--- src/hw/rtl/iss_pkg.sv ---
// shared constants for the integer summary statistics block
// no dependencies; imported by the channel interfaces and the top level
package iss_pkg;

  localparam int VAL_W = 7;                 // width of one sample and of each result field
  localparam int SQR_W = 2 * VAL_W;         // width of a squared deviation
  localparam logic [VAL_W-1:0] VALUE_LIMIT = 7'd100;
  localparam logic [VAL_W-1:0] MIN_RESET   = 7'd100;

endpackage

--- src/hw/rtl/iss_if.sv ---
// valid/ready channel interfaces for samples in and summary words out
// depends on iss_pkg for field widths
interface iss_in_if import iss_pkg::*; ();
  logic             valid;
  logic             ready;
  logic [VAL_W-1:0] sample_value;
  logic             end_of_set;

  modport source (output valid, output sample_value, output end_of_set, input ready);
  modport sink   (input valid, input sample_value, input end_of_set, output ready);
endinterface

interface iss_out_if import iss_pkg::*; ();
  logic             valid;
  logic             ready;
  logic [VAL_W-1:0] largest;
  logic [VAL_W-1:0] smallest;
  logic [VAL_W-1:0] largest_count;
  logic [VAL_W-1:0] smallest_count;
  logic [VAL_W-1:0] mean_value;
  logic [VAL_W-1:0] std_deviation;
  logic             overflowed;

  modport source (output valid, output largest, output smallest, output largest_count,
                  output smallest_count, output mean_value, output std_deviation,
                  output overflowed, input ready);
  modport sink   (input valid, input largest, input smallest, input largest_count,
                  input smallest_count, input mean_value, input std_deviation,
                  input overflowed, output ready);
endinterface

--- src/hw/rtl/iss_div.sv ---
// iterative restoring divider, one quotient bit per cycle
// standalone; shared by the mean and variance steps of the top level
module iss_div #(
  parameter int DW = 21,
  parameter int VW = 7
) (
  input  logic          clk,
  input  logic          rst_n,
  input  logic          start,
  input  logic [DW-1:0] dividend,
  input  logic [VW-1:0] divisor,
  output logic          done,
  output logic [DW-1:0] quotient
);

  localparam int CW = $clog2(DW + 1);

  logic [DW-1:0] acc_r, acc_nxt;
  logic [VW-1:0] rem_r, rem_nxt;
  logic [VW-1:0] dvs_r;
  logic [CW-1:0] cnt_r, cnt_nxt;
  logic          busy_r, busy_nxt;
  logic          done_r, done_nxt;

  logic [VW:0]   rem_sh;
  logic          ge;

  always_comb begin
    rem_sh   = {rem_r, acc_r[DW-1]};
    ge       = (rem_sh >= {1'b0, dvs_r});
    rem_nxt  = rem_r;
    acc_nxt  = acc_r;
    cnt_nxt  = cnt_r;
    busy_nxt = busy_r;
    done_nxt = 1'b0;
    if (start) begin
      acc_nxt  = dividend;
      rem_nxt  = '0;
      cnt_nxt  = CW'(DW);
      busy_nxt = 1'b1;
    end else if (busy_r) begin
      if (ge) begin
        rem_nxt = VW'(rem_sh - {1'b0, dvs_r});
      end else begin
        rem_nxt = rem_sh[VW-1:0];
      end
      acc_nxt = {acc_r[DW-2:0], ge};
      cnt_nxt = cnt_r - CW'(1);
      if (cnt_r == CW'(1)) begin
        busy_nxt = 1'b0;
        done_nxt = 1'b1;
      end
    end
  end

  always_ff @(posedge clk) begin
    if (!rst_n) begin
      busy_r <= 1'b0;
      done_r <= 1'b0;
      cnt_r  <= '0;
    end else begin
      busy_r <= busy_nxt;
      done_r <= done_nxt;
      cnt_r  <= cnt_nxt;
    end
  end

  always_ff @(posedge clk) begin
    acc_r <= acc_nxt;
    rem_r <= rem_nxt;
    if (start) begin
      dvs_r <= divisor;
    end
  end

  assign done     = done_r;
  assign quotient = acc_r;

endmodule

--- src/hw/rtl/integer_summary_statistics.sv ---
// integer summary statistics: max, min, their counts, mean and standard deviation
// depends on iss_pkg, iss_if (channels) and iss_div (shared divider)
//
// usage:
//   in_chan carries one sample word per handshake: sample_value and end_of_set.
//   a sample above 100 is dropped whole, end mark included. samples beyond
//   STORE_DEPTH are not stored and set the overflowed flag of the summary.
//   samples load one per cycle into the value memory while in_chan.ready is high.
//   after a word with end_of_set, in_chan.ready drops while the summary is
//   computed: a sum/count division, a scan of the memory at one entry per
//   cycle, a second division for the variance, a bit-by-bit square root
//   and a hand-off of the results to the output register.
//   the summary word sits in an output register on out_chan; if the receiver
//   stalls, loading of the next set resumes, and the next summary waits until
//   the held word is taken.
//   reset (rst_n low, synchronous) empties the set and drops any pending word.
module integer_summary_statistics import iss_pkg::*; #(
  parameter int STORE_DEPTH = 64
) (
  input  logic          clk,
  input  logic          rst_n,
  iss_in_if.sink        in_chan,
  iss_out_if.source     out_chan
);

  localparam int ADDR_W = (STORE_DEPTH > 1) ? $clog2(STORE_DEPTH) : 1;
  localparam int CNT_W  = $clog2(STORE_DEPTH + 1);
  localparam int SUM_W  = VAL_W + CNT_W;
  localparam int SQ_W   = SQR_W + CNT_W;
  localparam int HC_W   = (CNT_W > VAL_W) ? CNT_W : VAL_W;

  localparam logic [2:0] S_LOAD     = 3'd0;
  localparam logic [2:0] S_DIV_MEAN = 3'd1;
  localparam logic [2:0] S_SCAN     = 3'd2;
  localparam logic [2:0] S_DIV_VAR  = 3'd3;
  localparam logic [2:0] S_SQRT     = 3'd4;
  localparam logic [2:0] S_FINISH   = 3'd5;

  logic [VAL_W-1:0] mem [STORE_DEPTH];
  logic [VAL_W-1:0] rd_data_r;
  logic [ADDR_W-1:0] rd_addr;
  logic             wr_en;

  logic [2:0]       state_r, state_nxt;
  logic [CNT_W-1:0] count_r, count_nxt;
  logic [SUM_W-1:0] sum_r, sum_nxt;
  logic [VAL_W-1:0] max_r, max_nxt;
  logic [VAL_W-1:0] min_r, min_nxt;
  logic             ovf_r, ovf_nxt;
  logic [VAL_W-1:0] mean_r, mean_nxt;
  logic [CNT_W-1:0] iss_r, iss_nxt;
  logic             rd_vld_r, rd_vld_nxt;
  logic [HC_W-1:0]  nmax_r, nmax_nxt;
  logic [HC_W-1:0]  nmin_r, nmin_nxt;
  logic [SQ_W-1:0]  sq_r, sq_nxt;
  logic [SQR_W-1:0] var_r, var_nxt;
  logic [VAL_W-1:0] root_r, root_nxt;
  logic [2:0]       bit_r, bit_nxt;
  logic             div_start_r, div_start_nxt;
  logic             out_valid_r, out_valid_nxt;
  logic             out_load;

  logic [VAL_W-1:0] out_max_r, out_min_r, out_nmax_r, out_nmin_r;
  logic [VAL_W-1:0] out_mean_r, out_dev_r;
  logic             out_ovf_r;

  logic             in_acc;
  logic             in_good;
  logic             full;
  logic [VAL_W-1:0] dev;
  logic [SQR_W-1:0] dev_sq;
  logic [VAL_W-1:0] cand;
  logic [SQR_W-1:0] cand_sq;

  logic [SQ_W-1:0]  div_dividend;
  logic             div_done;
  logic [SQ_W-1:0]  div_quot;

  assign in_chan.ready = (state_r == S_LOAD);
  assign in_acc  = in_chan.valid & in_chan.ready;
  assign in_good = (in_chan.sample_value <= VALUE_LIMIT);
  assign full    = (count_r == CNT_W'(STORE_DEPTH));
  assign wr_en   = in_acc & in_good & ~full;

  assign div_dividend = (state_r == S_DIV_MEAN) ? SQ_W'(sum_r) : sq_r;

  iss_div #(
    .DW (SQ_W),
    .VW (CNT_W)
  ) u_div (
    .clk      (clk),
    .rst_n    (rst_n),
    .start    (div_start_r),
    .dividend (div_dividend),
    .divisor  (count_r),
    .done     (div_done),
    .quotient (div_quot)
  );

  // distance of the scanned sample from the mean, and its square; also the square-root candidate and its square
  always_comb begin
    if (rd_data_r >= mean_r) begin
      dev = rd_data_r - mean_r;
    end else begin
      dev = mean_r - rd_data_r;
    end
    dev_sq  = SQR_W'(dev) * SQR_W'(dev);
    cand    = root_r | (VAL_W'(1) << bit_r);
    cand_sq = SQR_W'(cand) * SQR_W'(cand);
  end

  always_comb begin
    state_nxt     = state_r;
    count_nxt     = count_r;
    sum_nxt       = sum_r;
    max_nxt       = max_r;
    min_nxt       = min_r;
    ovf_nxt       = ovf_r;
    mean_nxt      = mean_r;
    iss_nxt       = iss_r;
    rd_vld_nxt    = 1'b0;
    rd_addr       = iss_r[ADDR_W-1:0];
    nmax_nxt      = nmax_r;
    nmin_nxt      = nmin_r;
    sq_nxt        = sq_r;
    var_nxt       = var_r;
    root_nxt      = root_r;
    bit_nxt       = bit_r;
    div_start_nxt = 1'b0;
    out_valid_nxt = out_valid_r & ~out_chan.ready;
    out_load      = 1'b0;

    unique case (state_r)
      S_LOAD: begin
        if (in_acc && in_good) begin
          if (!full) begin
            count_nxt = count_r + CNT_W'(1);
            sum_nxt   = sum_r + SUM_W'(in_chan.sample_value);
            if (in_chan.sample_value > max_r) begin
              max_nxt = in_chan.sample_value;
            end
            if (in_chan.sample_value < min_r) begin
              min_nxt = in_chan.sample_value;
            end
          end else begin
            ovf_nxt = 1'b1;
          end
          if (in_chan.end_of_set) begin
            state_nxt     = S_DIV_MEAN;
            div_start_nxt = 1'b1;
          end
        end
      end
      S_DIV_MEAN: begin
        if (div_done) begin
          mean_nxt  = div_quot[VAL_W-1:0];
          iss_nxt   = '0;
          nmax_nxt  = '0;
          nmin_nxt  = '0;
          sq_nxt    = '0;
          state_nxt = S_SCAN;
        end
      end
      S_SCAN: begin
        // reads go out one per cycle, data returns from the registered read port
        if (iss_r != count_r) begin
          iss_nxt    = iss_r + CNT_W'(1);
          rd_vld_nxt = 1'b1;
        end
        if (rd_vld_r) begin
          sq_nxt = sq_r + SQ_W'(dev_sq);
          if (rd_data_r == max_r) begin
            nmax_nxt = nmax_r + HC_W'(1);
          end
          if (rd_data_r == min_r) begin
            nmin_nxt = nmin_r + HC_W'(1);
          end
        end
        if (iss_r == count_r && !rd_vld_r) begin
          state_nxt     = S_DIV_VAR;
          div_start_nxt = 1'b1;
        end
      end
      S_DIV_VAR: begin
        if (div_done) begin
          var_nxt   = div_quot[SQR_W-1:0];
          root_nxt  = '0;
          bit_nxt   = 3'(VAL_W - 1);
          state_nxt = S_SQRT;
        end
      end
      S_SQRT: begin
        if (cand_sq <= var_r) begin
          root_nxt = cand;
        end
        bit_nxt = bit_r - 3'd1;
        if (bit_r == 3'd0) begin
          state_nxt = S_FINISH;
        end
      end
      S_FINISH: begin
        // wait for the output register to free up, then start a new set
        if (!out_valid_r || out_chan.ready) begin
          out_load      = 1'b1;
          out_valid_nxt = 1'b1;
          count_nxt     = '0;
          sum_nxt       = '0;
          max_nxt       = '0;
          min_nxt       = MIN_RESET;
          ovf_nxt       = 1'b0;
          state_nxt     = S_LOAD;
        end
      end
      default: begin
        state_nxt = S_LOAD;
      end
    endcase
  end

  always_ff @(posedge clk) begin
    if (!rst_n) begin
      state_r     <= S_LOAD;
      count_r     <= '0;
      sum_r       <= '0;
      max_r       <= '0;
      min_r       <= MIN_RESET;
      ovf_r       <= 1'b0;
      iss_r       <= '0;
      rd_vld_r    <= 1'b0;
      bit_r       <= '0;
      div_start_r <= 1'b0;
      out_valid_r <= 1'b0;
    end else begin
      state_r     <= state_nxt;
      count_r     <= count_nxt;
      sum_r       <= sum_nxt;
      max_r       <= max_nxt;
      min_r       <= min_nxt;
      ovf_r       <= ovf_nxt;
      iss_r       <= iss_nxt;
      rd_vld_r    <= rd_vld_nxt;
      bit_r       <= bit_nxt;
      div_start_r <= div_start_nxt;
      out_valid_r <= out_valid_nxt;
    end
  end

  always_ff @(posedge clk) begin
    mean_r <= mean_nxt;
    nmax_r <= nmax_nxt;
    nmin_r <= nmin_nxt;
    sq_r   <= sq_nxt;
    var_r  <= var_nxt;
    root_r <= root_nxt;
    if (out_load) begin
      out_max_r  <= max_r;
      out_min_r  <= min_r;
      out_nmax_r <= nmax_r[VAL_W-1:0];
      out_nmin_r <= nmin_r[VAL_W-1:0];
      out_mean_r <= mean_r;
      out_dev_r  <= root_r;
      out_ovf_r  <= ovf_r;
    end
  end

  // value memory: one write port at the fill count, one registered read port
  always_ff @(posedge clk) begin
    if (wr_en) begin
      mem[count_r[ADDR_W-1:0]] <= in_chan.sample_value;
    end
    rd_data_r <= mem[rd_addr];
  end

  assign out_chan.valid          = out_valid_r;
  assign out_chan.largest        = out_max_r;
  assign out_chan.smallest       = out_min_r;
  assign out_chan.largest_count  = out_nmax_r;
  assign out_chan.smallest_count = out_nmin_r;
  assign out_chan.mean_value     = out_mean_r;
  assign out_chan.std_deviation  = out_dev_r;
  assign out_chan.overflowed     = out_ovf_r;

endmodule
--- src/flat_wrapper.sv ---
// flat-port wrapper written by rule: the top's interface ports become plain ports
module integer_summary_statistics_flat import iss_pkg::*;
#(
  parameter int STORE_DEPTH = 64
)
  (clk, rst_n, in_chan_valid, in_chan_sample_value, in_chan_end_of_set, in_chan_ready, out_chan_valid, out_chan_largest, out_chan_smallest, out_chan_largest_count, out_chan_smallest_count, out_chan_mean_value, out_chan_std_deviation, out_chan_overflowed, out_chan_ready);
  iss_in_if in_chan_i ();
  iss_out_if out_chan_i ();
  input  logic clk;
  input  logic rst_n;
  input wire logic [$bits(in_chan_i.valid)-1:0] in_chan_valid;
  input wire logic [$bits(in_chan_i.sample_value)-1:0] in_chan_sample_value;
  input wire logic [$bits(in_chan_i.end_of_set)-1:0] in_chan_end_of_set;
  output wire logic [$bits(in_chan_i.ready)-1:0] in_chan_ready;
  output wire logic [$bits(out_chan_i.valid)-1:0] out_chan_valid;
  output wire logic [$bits(out_chan_i.largest)-1:0] out_chan_largest;
  output wire logic [$bits(out_chan_i.smallest)-1:0] out_chan_smallest;
  output wire logic [$bits(out_chan_i.largest_count)-1:0] out_chan_largest_count;
  output wire logic [$bits(out_chan_i.smallest_count)-1:0] out_chan_smallest_count;
  output wire logic [$bits(out_chan_i.mean_value)-1:0] out_chan_mean_value;
  output wire logic [$bits(out_chan_i.std_deviation)-1:0] out_chan_std_deviation;
  output wire logic [$bits(out_chan_i.overflowed)-1:0] out_chan_overflowed;
  input wire logic [$bits(out_chan_i.ready)-1:0] out_chan_ready;
  assign in_chan_i.valid = in_chan_valid;
  assign in_chan_i.sample_value = in_chan_sample_value;
  assign in_chan_i.end_of_set = in_chan_end_of_set;
  assign in_chan_ready = in_chan_i.ready;
  assign out_chan_valid = out_chan_i.valid;
  assign out_chan_largest = out_chan_i.largest;
  assign out_chan_smallest = out_chan_i.smallest;
  assign out_chan_largest_count = out_chan_i.largest_count;
  assign out_chan_smallest_count = out_chan_i.smallest_count;
  assign out_chan_mean_value = out_chan_i.mean_value;
  assign out_chan_std_deviation = out_chan_i.std_deviation;
  assign out_chan_overflowed = out_chan_i.overflowed;
  assign out_chan_i.ready = out_chan_ready;
  integer_summary_statistics #(.STORE_DEPTH(STORE_DEPTH)) u_core (.clk(clk), .rst_n(rst_n), .in_chan(in_chan_i), .out_chan(out_chan_i));
endmodule
--- config.mk ---
export PLATFORM = sky130hd
export DESIGN_NAME = integer_summary_statistics_flat
export DESIGN_NICKNAME = d
export VERILOG_FILES = /design/src/hw/rtl/iss_pkg.sv /design/src/hw/rtl/iss_if.sv /design/src/hw/rtl/iss_div.sv /design/src/hw/rtl/integer_summary_statistics.sv /design/src/flat_wrapper.sv
export SDC_FILE = /design/constraint.sdc
export NUM_CORES = 1
export LEC_CHECK = 0
export ABC_AREA = 1
export BUFFER_PORTS_ARGS = -buffer_cell sky130_fd_sc_hd__buf_2
export CORE_ASPECT_RATIO = 1.75
export CORE_MARGIN = 2
export CORE_UTILIZATION = 35
export DETAILED_ROUTE_END_ITERATION = 10
export PLACE_DENSITY_LB_ADDON = 0.3
export SLEW_MARGIN = 20
export SYNTH_ARGS = -nofsm -noshare
export SYNTH_HDL_FRONTEND = slang
export SYNTH_SLANG_ARGS = --single-unit
--- constraint.sdc ---
create_clock -name clk -period 9.09 [get_ports clk]
set_clock_uncertainty 0.05 [all_clocks]
set_input_delay 0.4545 -clock clk [delete_from_list [all_inputs] [get_ports clk]]
set_output_delay 0.4545 -clock clk [all_outputs]
set_load 0.03 [all_outputs]
# After elaboration in Yosys (flattened, before gate mapping)
# Memories as Yosys holds them, arrays and structs flattened. A register that Yosys moved wholly into a read port is not among the register bits.
# Index checks and enable logic that the tools add are counted.
dict set report word_totals {
  input_bits 12
  elab_cells 182
  reg_bits 200
  memories 1
  out_inout_bits 45
  ramBits 448
}
# memory words word_bits read_ports rd_ports_with_merged_regs write_ports line_no
set memory_table {}
lappend memory_table {u_core.mem 64 7 1 1 1 integer_summary_statistics.sv:39} ;# logic [VAL_W-1:0] mem [STORE_DEPTH];
dict set report classes {
  n_shift 1
  n_eq_ne 27
  n_reduce_logical 27
  n_mux 67
  n_lt_le_gt_ge 6
  bitwise 9
  multipliers 2
  add_sub_neg 11
}
# cell count
set op_table {}
lappend op_table {{7-bit 2-to-1 mux} 19}
lappend op_table {{21-bit 2-to-1 mux} 5}
lappend op_table {{7-bit case mux with 2 select lines} 7}
lappend op_table {{14-bit 2-to-1 mux} 3}
lappend op_table {{21-bit case mux with 2 select lines} 1}
lappend op_table {{7-bit by 1-bit adder with 7-bit output (second input constant)} 4}
lappend op_table {{7-bit by 7-bit multiplier with 14-bit output} 2}
lappend op_table {{14-bit case mux with 2 select lines} 1}
lappend op_table {{3-bit 2-to-1 mux} 8}
lappend op_table {{21-bit by 14-bit adder with 21-bit output} 1}
lappend op_table {{7-bit equality test} 3}
lappend op_table {{7-bit subtractor} 3}
lappend op_table {{3-bit case mux with 6 select lines} 1}
lappend op_table {{1-bit 2-to-1 mux} 17}
lappend op_table {{2-bit by 1-bit != test with 1-bit output (second input constant)} 8}
lappend op_table {{2-bit != test (second input constant)} 8}
lappend op_table {{4-bit AND reduction} 4}
lappend op_table {{14-bit by 7-bit adder with 14-bit output} 1}
lappend op_table {{14-bit less-or-equal comparator} 1}
lappend op_table {{5-bit 2-to-1 mux} 2}
lappend op_table {{5-bit AND reduction} 2}
lappend op_table {{3-bit AND reduction} 3}
lappend op_table {{8-bit by 7-bit >= comparator with 1-bit output} 1}
lappend op_table {{2-bit AND reduction} 4}
lappend op_table {{26 further kinds} 41}

# Depth between registers and ports, before layout
dict set report logic_depth {
  word_depth 6
  mapped_depth 33
}

# Modules after synthesis
# Synthesis repeated with hierarchy kept, for this count alone.
dict set report unflattened {
  hier_cells 3212
  hier_area_um2 32017.0
}
# module area_each_um2 cells_per_inst instances
set by_module_without_submodules {}
lappend by_module_without_submodules {integer_summary_statistics 29848.6 2956 1}
lappend by_module_without_submodules {iss_div 2168.3 256 1}

# Worst setup path before layout
# No wires, ideal clock.
dict set report synth_timing {
  kind {flip-flop to flip-flop}
  start {reg u_core.bit_r[0]}
  end {reg u_core.root_r[0] (enable)}
  arrival_ns 5.435
  t_required_ns 8.667
  path_slack_ns 3.232
  n_path_buf 0
  path_stages_with_launch 29
  cell_sequence {dfxtp_1 inv_1 ha_1 a21oi_1 clkinv_1 nand2_1 inv_1 ha_1 xor2_1 fa_1 inv_1 fa_1 inv_1 fa_1 inv_1 ha_1 a21oi_1 o21ai_0 a21oi_1 nand2_1 nand2_1 nand2_1 ha_1 nand2_1 inv_1 nand3_1 nor2_1 a41oi_1 a21oi_1}
}
dict set report synth_between {
  elab_chain_len 6
}
# item line_no
set synth_rtl {}
lappend synth_rtl {{start: declaration} integer_summary_statistics.sv:58} ;# logic [2:0] bit_r, bit_nxt;
lappend synth_rtl {{start signal: assignment} integer_summary_statistics.sv:242} ;# bit_r <= bit_nxt;
lappend synth_rtl {{1-bit by 3-bit left shift with 7-bit output} integer_summary_statistics.sv:108} ;# cand = root_r | (VAL_W'(1) << bit_r);
lappend synth_rtl {{7-bit bitwise OR} integer_summary_statistics.sv:108}
lappend synth_rtl {{via u_core.cand[4]} integer_summary_statistics.sv:72} ;# logic [VAL_W-1:0] cand;
lappend synth_rtl {{7-bit by 7-bit multiplier with 14-bit output} integer_summary_statistics.sv:109} ;# cand_sq = SQR_W'(cand) * SQR_W'(cand);
lappend synth_rtl {{14-bit less-or-equal comparator} integer_summary_statistics.sv:193} ;# if (cand_sq <= var_r) begin
lappend synth_rtl {{2-bit by 1-bit != test with 1-bit output (no source line)} n/a}
lappend synth_rtl {{3-bit AND reduction (no source line)} n/a}
lappend synth_rtl {{end signal: assignment} integer_summary_statistics.sv:254} ;# root_r <= root_nxt;
lappend synth_rtl {{end: declaration} integer_summary_statistics.sv:57} ;# logic [VAL_W-1:0] root_r, root_nxt;
# The timed path passes the listed nets, and every way through them passes these cells.
# A chain may end at the register's enable or synchronous reset.

# Worst setup path in the final report
# Ends and elaborated chain as after synthesis.

==> results_dict.tcl <==
set metrics [dict create \
    status "finished, final reports clean" \
    grt_pass1_vias 22219 \
    ys_ff_latch 655 \
    fin_crit_sh_pct 72.0 \
    finalHoldViolations 0 \
    syn_inst 3121 \
    hold_buffers 0 \
    slew_headroom_pct 29.9 \
    post_cts_buffers 0 \
    r2r_cells 29 \
    htree_levels 2 \
    synth_nets 3298 \
    finalSetupViolations 0 \
    required_ns 9.29 \
    r2r-start "u_core.bit_r[0]$_SDFFE_PN0P_" \
    grt_remaining_overflow 0 \
    grt_pass1_wl_mm 128 \
    wl_per_cell_um 19.0 \
    fin_crit_ns 6.55 \
    gp_congestion 0.875 \
    vias 21953 \
    worstPathMaxFanout 9 \
    num_io_pins 57 \
    io_buffers 56 \
    holdCritPathClass "in -> reg" \
    ys.flop_type "edfxtp_1" \
    fp.dieW_um 232 \
    start_util_pct 35.3 \
    die_y_um 403 \
    timing.rr.end "u_core.root_r[0]$_SDFFCE_PN0P_" \
    die-area_um2 93600 \
    drt_iter0_drc 1541 \
    seq_area_frac_synth_pct 59.4 \
    clock-sinks 655 \
    syn_area_um2 31900 \
    cts_resized 0 \
    stdcell_area_um2 35300 \
    fmax_mhz 153 \
    drc_errors 0 \
    rsz0062_at_grt "no" \
    num_antenna_cells 0 \
    maxSlewViolCount 0 \
    dr.pass1.iters 7 \
    antenna_found_initial 1 \
    critPathLaunchType "flop" \
    async_flop_share_pct 0 \
    drive_gt1_share_pct 7.37 \
    cpPeakStageDelay_ns 0.68 \
    setup_tns_ns 0 \
    tritoncts "built" \
    rows 146 \
    avgSynthCellArea_um2 10.2 \
    final_nets 3325 \
    tightest_slew_ns 1.05 \
    grt_max_degree 185 \
    critPathCaptureType "flop" \
    routed_wl_mm 83.2 \
    coreArea_um2 90400 \
    crit_top_cell "inv_1" \
    crit_start "u_core.bit_r[0]$_SDFFE_PN0P_" \
    endpoint "u_core.root_r[0]$_SDFFCE_PN0P_" \
    ff2ff_setup_slack_ns 2.54 \
    clk_latency_ns 0.67 \
    ys_types 54 \
    cts.path.max_buffers 3 \
    viasPerCell 5.01 \
    placed_area_um2 33200 \
    synth-edff-count 582 \
    hpwl_mm 56.1 \
    maxCapViolations 0 \
    ys_warn_count 0 \
    path_class "reg -> reg" \
    worstPathArrival_ns 6.74 \
    antenna_left 0 \
    crit_slowest_cell "a21oi_1" \
    area_growth_pct 10.7 \
    clk_pin_slew_ns 0.06 \
    cts_made_buffers 61 \
    cts-root-buf "clkbuf_16" \
    grt_usage_pct 17.8 \
]
[sequential cells by signal, summed over array words and instances, names as in the netlist, 14 cells and up]
register	cells
u_core.var_r	14
u_core.mem	448
u_core.u_div.quotient	21
u_core.sq_r	21
u_core.sum_r	14
[cells in the final DEF, fill, tap and decap left out, drive strengths merged, types with 3 or more instances in the layout]
cell    synthesis  final
xor2           28     28
inv           310    312
bufinv          0      8
a21oi         148    148
a21o            5      5
nor4            7      7
nand2         499    499
o21ai         312    312
a21boi          4      4
or2             8      8
a211oi          4      4
o31ai           5      5
nor2          559    559
dfxtp          73     73
nand3         122    122
nand4          18     18
edfxtp        582    582
o22ai          15     15
nor3b           3      3
fa             43     43
nor3           18     18
clkinv          4     40
xnor2          25     25
buf            75     82
o211ai         66     66
ha            122    122
a31oi           5      5
o21a            4      4
clkbuf         43     68
o21bai          7      7
[area by class of cell]
cell class	count	area, µm²
Clock inverter	48	517
Timing Repair Buffer	82	488
Fill cell	8842	55100
Inverter	314	1180
Tap cell	1184	1480
Sequential cell	655	18900
Multi-Input combinational cell	2034	11100
Clock buffer	68	1590
[critical path, delay by kind of cell, from the launching register on]
kind | cells | cell delay, ns
fa+ha+maj | 7 | 2.69
compound gates | 6 | 1.61
buf+inv | 8 | 0.69
simple gates | 7 | 0.56
flops | 1 | 0.39
xor+xnor | 1 | 0.18
[worst min path at each step]
| stage | start | to | slack (ns) | cells after the start |
|---|---|---|---|---|
| global placement | u_core.nmin_r[3]$_SDFFCE_PN0P_ | u_core.out_chan.smallest_count[3]$_DFFE_PP_ | 0.38 | 0 |
| finish | out_chan_ready | u_core.out_chan.valid$_SDFF_PN0_ | 0.15 | 4 |
| CTS | in_chan_sample_value[4] | u_core.mem[44][4]$_DFFE_PP_ | 0.11 | 1 |
| floorplan | u_core.count_r[2]$_SDFFE_PN0P_ | u_core.u_div.dvs_r[2]$_DFFE_PP_ | 0.35 | 0 |
| global route | in_chan_sample_value[4] | u_core.mem[36][4]$_DFFE_PP_ | 0.13 | 1 |
| detailed placement | u_core.u_div.quotient[9]$_DFFE_PP_ | u_core.var_r[9]$_DFFE_PP_ | 0.39 | 0 |
[per-stage QoR]
stage | worst slack (ns) | hold slack (ns) | instances | util (%)
after global routing | 1.92 | 0.133 | 4385 | 39.0
final | 2.54 | 0.147 | 4385 | 39.0
after floorplan | 3.23 | 0.353 | 3121 | -
after detailed placement | 2.48 | 0.391 | 4269 | 36.7
after CTS | 2.46 | 0.111 | 4385 | 39.0
after global placement | 2.53 | 0.385 | 4269 | 36.7
[cells by family after synthesis]
logic type | Yosys count | synth area share, %
AO/OA/AOI/OAI | 581 | 10.1
XOR/XNOR | 53 | 1.51
buffers and inverters | 432 | 5.85
flip-flops | 655 | 59.4
AND/OR/NAND/NOR | 1235 | 15.7
adder cells (fa/ha/maj) | 165 | 7.49
[cell usage after synthesis (11+ instances only)]
master / n / area share (%)
edfxtp_1: 582 / 55
nor2_1: 551 / 6.5
nand2_1: 490 / 5.8
inv_1: 298 / 3.5
o21ai_0: 276 / 4.3
a21oi_1: 148 / 2.3
ha_1: 122 / 4.8
nand3_1: 119 / 1.9
dfxtp_1: 73 / 4.6
o211ai_1: 66 / 1.6
clkbuf_1: 43 / 0.51
fa_1: 43 / 2.7
buf_2: 38 / 0.60
o21ai_1: 34 / 0.53
xor2_1: 28 / 0.77
xnor2_1: 24 / 0.66
buf_4: 17 / 0.40
buf_6: 16 / 0.57
nand4_1: 16 / 0.31
nor3_1: 16 / 0.25
o22ai_1: 15 / 0.29
inv_2: 11 / 0.13
[metal layers]
layer	vias to the layer above	share of wire, %	global-route usage (%)
met4	2	5.1	8.70
met3	189	3.5	2.00
met2	505	55	33.9
li1	10689	-	-
met1	10568	37	19.2
met5	-	0.014	0
Power is left out: the tool's default activity adds up to more than one toggle a clock period on the data nets, which glitch-free logic cannot reach.
